--- src/sv/assert_macros.svh ---
// assertion macros shared by the histogram rtl
// no dependencies; included by files that carry concurrent checks
`ifndef ASSERT_MACROS_SVH
`define ASSERT_MACROS_SVH
`ifndef SYNTHESIS
`define GIH_ASSERT(label, clk, rst, prop) \
   label: assert property (@(posedge clk) disable iff (rst) prop) \
      else $error("check failed in %m");
`define GIH_ASSERT_NEVER(label, clk, rst, expr) \
   label: assert property (@(posedge clk) disable iff (rst) !(expr)) \
      else $error("forbidden condition in %m");
`else
`define GIH_ASSERT(label, clk, rst, prop)
`define GIH_ASSERT_NEVER(label, clk, rst, expr)
`endif
`endif

--- src/sv/gih_pkg.sv ---
// shared types, constants and helpers of the gray intensity histogram
// no dependencies; used by the top level, gih_luma, gih_store and the testbench
package gih_pkg;

   localparam int BIN_COUNT   = 256;
   localparam int COUNT_WIDTH = 20;
   localparam int BIN_W       = (BIN_COUNT > 1) ? $clog2(BIN_COUNT) : 1;
   localparam int OUT_W       = 20;
   localparam int WIDE_W      = 32;

   typedef logic [COUNT_WIDTH-1:0] count_type;
   typedef logic [BIN_W-1:0]       bin_type;

   typedef enum logic [1:0] {
      OP_ADD   = 2'd0,
      OP_READ  = 2'd1,
      OP_CHART = 2'd2,
      OP_CLEAR = 2'd3
   } op_type;

   // control from the sequencer to the bin store
   typedef struct packed {
      logic    rd_en;
      bin_type rd_addr;
      logic    wr_en;
      bin_type wr_addr;
      logic    clear;
   } store_cmd_type;

   // count to the 20-bit result field, zero extended or truncated
   function automatic logic [OUT_W-1:0] to_out(input count_type value);
      logic [WIDE_W-1:0] wide;
      wide = WIDE_W'(value);
      return wide[OUT_W-1:0];
   endfunction

endpackage

--- src/sv/gih_luma.sv ---
// rgb to gray conversion in q8 fixed point and gray to bin mapping
// depends on gih_pkg
module gih_luma (
   input  logic [7:0]     red,
   input  logic [7:0]     green,
   input  logic [7:0]     blue,
   output logic [7:0]     gray,
   output gih_pkg::bin_type bin
);
   import gih_pkg::*;

   localparam logic [15:0] COEF_R = 16'd54;
   localparam logic [15:0] COEF_G = 16'd184;
   localparam logic [15:0] COEF_B = 16'd18;

   logic [15:0] weighted;
   logic [16:0] scaled;

   // weights sum to 256, so the sum stays below 2^16
   assign weighted = COEF_R * 16'(red) + COEF_G * 16'(green) + COEF_B * 16'(blue);
   assign gray     = weighted[15:8];

   // bin = gray * BIN_COUNT / 256
   assign scaled = 17'(gray) * 17'(BIN_COUNT);
   assign bin    = scaled[8 +: BIN_W];

endmodule

--- config.mk ---
export PLATFORM = sky130hd
export DESIGN_NAME = gih_luma
export DESIGN_NICKNAME = d
export VERILOG_FILES = /design/src/sv/assert_macros.svh /design/src/sv/gih_pkg.sv /design/src/sv/gih_luma.sv
export SDC_FILE = /design/constraint.sdc
export NUM_CORES = 1
export LEC_CHECK = 0
export BUFFER_PORTS_ARGS = -buffer_cell sky130_fd_sc_hd__buf_2
export CAP_MARGIN = 15
export CORE_ASPECT_RATIO = 1.2
export CORE_MARGIN = 4
export CORE_UTILIZATION = 41
export DETAILED_ROUTE_END_ITERATION = 16
export SLEW_MARGIN = 25
export SYNTH_ARGS = -nofsm -noshare
export SYNTH_HDL_FRONTEND = slang
export SYNTH_SLANG_ARGS = --single-unit
--- constraint.sdc ---
create_clock -name vclk -period 7.3
set_clock_uncertainty 0.15 [all_clocks]
set_input_delay 0.73 -clock vclk [all_inputs]
set_output_delay 0.73 -clock vclk [all_outputs]
set_load 0.03 [all_outputs]
# --- Word level (Yosys, flattened, before mapping) ---
# Index checks and enable logic that the tools add are counted.
# W data, S select, Z words.
word_totals:
  reg_bits: 0
  latch_bits: 0
  ramBits: 0
  rom_bits: 0
  input_bits: 24
  output_inout_bits: 16
  memories: 0
op_classes:
  add_sub_neg: 2
  multipliers: 3
  div: 0
  order_cmp: 0
  eq_ne: 0
  shifts: 0
  muxes: 0
  bitwise_logic: 0
  reduce_logical: 0
op_table:
  columns: ["cell", "count"]
  rows:
  - ["$mul A5 B8 Y13 const A", 2]
  - ["$add A14 B16 Y16", 1]
  - ["$add A16 B13 Y16", 1]
  - ["$mul A4 B8 Y12 const A", 1]

# --- Longest topological paths before layout ---
# Gate-level depths: netlist (run 1).
depth:
  word_depth: 3
  ltp_mapped: 23

# --- Worst setup path before layout (run 1) ---
# OpenSTA, ideal clock, no wires.
synth_path:
  path_type: "input -> output"
  startpoint: "input red[3]"
  endpoint: "output gray[7]"
  arrival_ns: 5.785
  required_ns: 6.420
  setup_slack_ns: 0.635
  cell_stages: 22
  cell_sequence: "ha_1 fa_1 inv_1 fa_1 inv_1 ha_1 a21oi_1 o21ai_0 a21oi_1 o221a_2 o21ai_0 xnor2_1 fa_1 inv_1 ha_1 and3_1 and3_1 o21a_1 a31o_2 nor2_1 xor2_1 buf_4"
synth_between:
  elab_chain_cells: 3
synth_rtl:
  columns: ["element", "line", "rtl"]
  rows:
  - ["start, declared", "gih_luma.sv:4", "input logic [7:0] red,"]
  - ["$mul A5 B8 Y13", "gih_luma.sv:20", "assign weighted = COEF_R * 16'(red) + COEF_G * 16'(green) + COEF_B * 16'(blue);"]
  - ["$add A14 B16 Y16", "gih_luma.sv:20", null]
  - ["$add A16 B13 Y16", "gih_luma.sv:20", null]
  - ["end, declared", "gih_luma.sv:7", "output logic [7:0] gray,"]
# Every way passes these cells.

# --- Final worst setup path (run 1) ---
layout_path:
  startpoint: "input red[4]"
  endpoint: "output gray[7]"
# Same word-level chain as after synthesis.

==> flow_summary.toml, run 1 <==
[placement]
io_buffer_count = 40
dp_hpwl_um = 5210
place.gp.congestion = 0.844
placedInstanceArea_sq_um = 3140
dp_cells = 464

[floorplanning]
num_io_pins = 40
fp.coreArea_sq_um = 6850
start_util_pct = 42.2
dieHeight_um = 100
die_area_sq_um = 8470
die_w_um = 84.7
rows = 33

[logic_synthesis]
synth_top_area_share_pct = 34.2
synthCells = 345
synth_area_sq_um = 2890
synth_top_area_cell = "ha_1"
ys_seq_area_share_pct = 0
yosys_warnings = 0
synth_area_leaders = "ha_1 34%, fa_1 19%, inv_1 10%"
synth.avg_cell_area_sq_um = 8.39
yosysUniqueCellTypes = 46
synth_common_cells = "79 x ha_1, 79 x inv_1, 28 x fa_1, 17 x a21oi_1, 14 x o21ai_0"
syn-num-nets = 476

[sta]
final.period_utilization_pct = 91.0
maxSlewViolCount = 0
max_slew_margin_pct = 61.4
tightest_slew_ns = 0.570
rsz0062_at_grt = "false"
fmax_ghz = 0.150
setup_viol = 0
setup_tns_ns = 0
final_hold_viol_count = 0
min_period_ns = 6.65

[cells_and_area]
drive_gt1_share_pct = 12.7
post-route-util_pct = 45.9
stdcell_area_sq_um = 3140
fin_cells = 464
synthToLayoutAreaGrowth_pct = 8.60
n_antenna_cell = 0
nClkBuffers = 0
layout.area.seq_sq_um = 0
seq_cell_count = 0
nets = 510
fill_cells = 721

[critical_path]
worst_setup_path_start_kind = "input port"
worstPathRequired_ns = 6.42
arrival_ns = 5.77
worstSetupEndpointType = "primary output"
crit_fanout = 7
worstSetupPathType = "in -> out"

[clock_tree]
post_cts_buffers = 0
cts_hold_buf = 0
cts_resized = 0

[hold_path]
worstHoldEndpoint = "bin[0]"
min_from = "blue[0]"
hold_depth = 6
hold_path_class = "in -> out"

[detailed_routing]
drc_errors = 0
ant_nets = 0
dr.first_iter.drc_count = 42
wl_per_cell_um = 11.9
viasPerCell = 5.11
drt_wl_total_um = 5540
dr.pass1.iters = 4
vias = 2370

[grt]
grt_overflow = 0
grt_use_total_pct = 13.8
grt_max_degree = 8
first_global_vias = 2430
antenna_found_initial = 0
grt_pass1_wl_um = 10000

[job]
cap_violations = 0

[status]
outcome = "finished clean"
==> final cells by class <==
cell class,count,area (sq um),share of cell area [%]
Inverter,80,300,9.55
Multi-Input combinational cell,257,2530,80.6
Tap cell,87,109,3.46
Timing Repair Buffer,40,200,6.37
==> metal layers <==
layer | up-vias | GRT usage (%) | part of all wire [%]
met5 | - | 0 | 0
met4 | 0 | 0.609 | 0.38
met3 | 4 | 0.657 | 3.1
met2 | 36 | 28.1 | 53
met1 | 1085 | 16.5 | 44
li1 | 1245 | - | -
==> worst max-delay path by stage <==
stage,start,depth (start not counted),to,slack [ns]
after global placement,red[1],21,bin[7],0.72
after global routing,red[4],23,bin[7],0.28
final,red[4],23,gray[7],0.65
after detailed placement,red[4],23,gray[7],0.65
after floorplan,red[3],22,gray[7],0.63
after CTS,red[4],23,gray[7],0.63
==> metrics by stage <==
| step | hold slack, ns | worst slack, ns |
|---|---|---|
| after floorplan | 1.79 | 0.635 |
| after global placement | 2.08 | 0.716 |
| after detailed placement | 2.09 | 0.648 |
| after CTS | 2.09 | 0.628 |
| after global routing | 2.12 | 0.276 |
| final | 2.08 | 0.654 |
==> worst max-delay path, cell delays in order <==
cell     delay (ns)
buf_2          0.14
ha_1           0.30
fa_1           0.50
inv_1          0.05
fa_1           0.50
inv_1          0.04
ha_1           0.37
a21oi_1        0.20
o21ai_0        0.09
a21oi_1        0.15
o221a_2        0.19
o21ai_0        0.09
xnor2_1        0.18
fa_1           0.55
inv_1          0.05
ha_1           0.35
and3_1         0.19
and3_1         0.18
o21a_1         0.16
a31o_2         0.22
nor2_1         0.12
xor2_1         0.17
buf_2          0.22
==> cells by family (layout without fill, tap and decap cells) <==
logic type,after synthesis,in the layout,share of synthesized area [%]
multiplexers,1,1,0.346
AO/OA/AOI/OAI,68,68,15.7
AND/OR/NAND/NOR,58,58,11.0
buffers and inverters,88,120,12.5
adder cells (fa/ha/maj),107,107,53.5
XOR/XNOR,23,23,6.96
==> cell usage in the layout, fill, tap and decap left out, types with 3 or more instances in the layout <==
master,Yosys,routed
o21a_1,4,4
nand3_1,5,5
nand2_1,8,8
a31oi_1,4,4
nand2b_1,3,3
a21o_1,4,4
o2111ai_1,3,3
nor2_1,10,10
nor2b_1,3,3
inv_1,79,79
ha_1,79,79
buf_2,0,40
or4_1,3,3
o21ai_0,14,14
nor3_1,7,7
fa_1,28,28
xnor2_1,10,10
xor2_1,13,13
nand3b_1,3,3
and3_1,4,4
o21bai_1,3,3
o21ai_1,3,3
a21oi_1,17,17
Power of run 1 is left out: the tool's default activity adds up to more than one toggle a clock period on the data nets, which glitch-free logic cannot reach.
==> run 2: changes to the inputs <==
--- a/config.mk
+++ b/config.mk
@@ -8,9 +8,10 @@
 export BUFFER_PORTS_ARGS = -buffer_cell sky130_fd_sc_hd__buf_2
 export CAP_MARGIN = 15
 export CORE_ASPECT_RATIO = 1.2
-export CORE_MARGIN = 4
+export CORE_MARGIN = 1
 export CORE_UTILIZATION = 41
 export DETAILED_ROUTE_END_ITERATION = 16
+export MAX_ROUTING_LAYER = met4
 export SLEW_MARGIN = 25
 export SYNTH_ARGS = -nofsm -noshare
 export SYNTH_HDL_FRONTEND = slang
==> flow_summary.toml, run 2 (synthesized netlist as in run 1, its figures left out) <==
[status]
outcome = "finished clean"

[placement]
place.gp.congestion = 0.899
dp_hpwl_um = 5120
io_buffer_count = 40

[sta]
final_hold_viol_count = 0
rsz0062_at_grt = "false"
setup_viol = 0
maxSlewViolCount = 0
max_slew_margin_pct = 60.4
setup_tns_ns = 0
final.period_utilization_pct = 91.1
tightest_slew_ns = 0.585
fmax_ghz = 0.150
min_period_ns = 6.65

[grt]
first_global_vias = 2438
grt_pass1_wl_um = 10100
antenna_found_initial = 0
grt_use_total_pct = 17.0
grt_max_degree = 8
grt_overflow = 0

[hold_path]
hold_path_class = "in -> out"
hold_depth = 6
worstHoldEndpoint = "gray[0]"
min_from = "blue[0]"

[floorplanning]
rows = 33
num_io_pins = 40
dieHeight_um = 94.0
die_area_sq_um = 7400
start_util_pct = 42.5
die_w_um = 78.7
fp.coreArea_sq_um = 6810

[detailed_routing]
drt_wl_total_um = 5510
dr.pass1.iters = 4
ant_nets = 0
wl_per_cell_um = 11.9
vias = 2368
dr_wl_met3_um = 116
topRoutingLayerUsed = "met3"
viasPerCell = 5.10
dr.first_iter.drc_count = 82
met2_length_um = 2880
wl_met1_um = 2510
drc_errors = 0

[critical_path]
worstSetupEndpointType = "primary output"
worst_setup_path_start_kind = "input port"
crit_chain = "buf_2 -> ha_1 -> fa_1 -> inv_1 -> fa_1 -> inv_1 -> ha_1 -> nand2_1 -> o21ai_1 -> nor4_1 -> a311oi_1 -> fa_1 -> inv_1 -> ha_1 -> and3_1 -> and3_1 -> o21a_1 -> a31o_2 -> nor2_1 -> xor2_1 -> buf_2"
slowest_stage = "fa_1"
cp_slowest_stage_delay_ns = 0.52
worstSetupPathType = "in -> out"
worstPathRequired_ns = 6.42
crit_fanout = 7
arrival_ns = 5.77
crit_start = "red[4]"

[cells_and_area]
nClkBuffers = 0
fill_cells = 690
synthToLayoutAreaGrowth_pct = 8.60
drive_gt1_share_pct = 12.7
n_antenna_cell = 0
seq_cell_count = 0
layout.area.seq_sq_um = 0
multiInputGateArea_sq_um = 2530
final_cell_mix = "79 x inv_1, 79 x ha_1, 40 x buf_2"
nets = 510

[clock_tree]
cts_hold_buf = 0
post_cts_buffers = 0
cts_resized = 0

[job]
cap_violations = 0
## run 2: cell counts in the layout (fill, tap and decap cells not counted)
No cell type changed its count.
## run 2: worst max-delay path by stage
stage	endpoint	slack, ns	cells past startpoint
finish	gray[7]	0.65	21
global route	bin[7]	0.34	23
global placement	bin[7]	0.72	21
floorplan	gray[7]	0.63	22
detailed placement	gray[7]	0.63	21
CTS	gray[7]	0.60	21
## run 2: metrics by stage
step	hold slack, ns	instance area [sq um]	util, %	cells	setup WS [ns]
2_1_floorplan	1.79	2890	-	345	0.635
3_3_place_gp	2.08	3140	46.1	464	0.718
3_5_place_dp	2.09	3140	46.1	464	0.632
4_1_cts	2.09	3140	46.1	464	0.602
5_1_grt	2.16	3140	46.1	464	0.339
6_report	2.07	3140	46.1	464	0.651
## run 2: area by class of cell
class	instances	area share [%]
Tap cell	87	3.46
Inverter	80	9.55
Timing Repair Buffer	40	6.37
Multi-Input combinational cell	257	80.6
## run 2: critical path: cells and delay by family
family	cells	cell delay (ns)
AOI/OAI and AO/OA	4	1.19
and+or+nand+nor	5	0.69
adders and majority gates	6	2.46
xor gates and xnor gates	1	0.17
buffers and inverters	5	0.52
## run 2: layer usage
metal / vias to the layer above / GRT usage [%]
met2: 30 / 34.1
met1: 1094 / 19.8
met4: 0 / 0
li1: 1244 / -
met5: - / -
met3: 0 / 0.291
Power of run 2 is left out for the same reason.
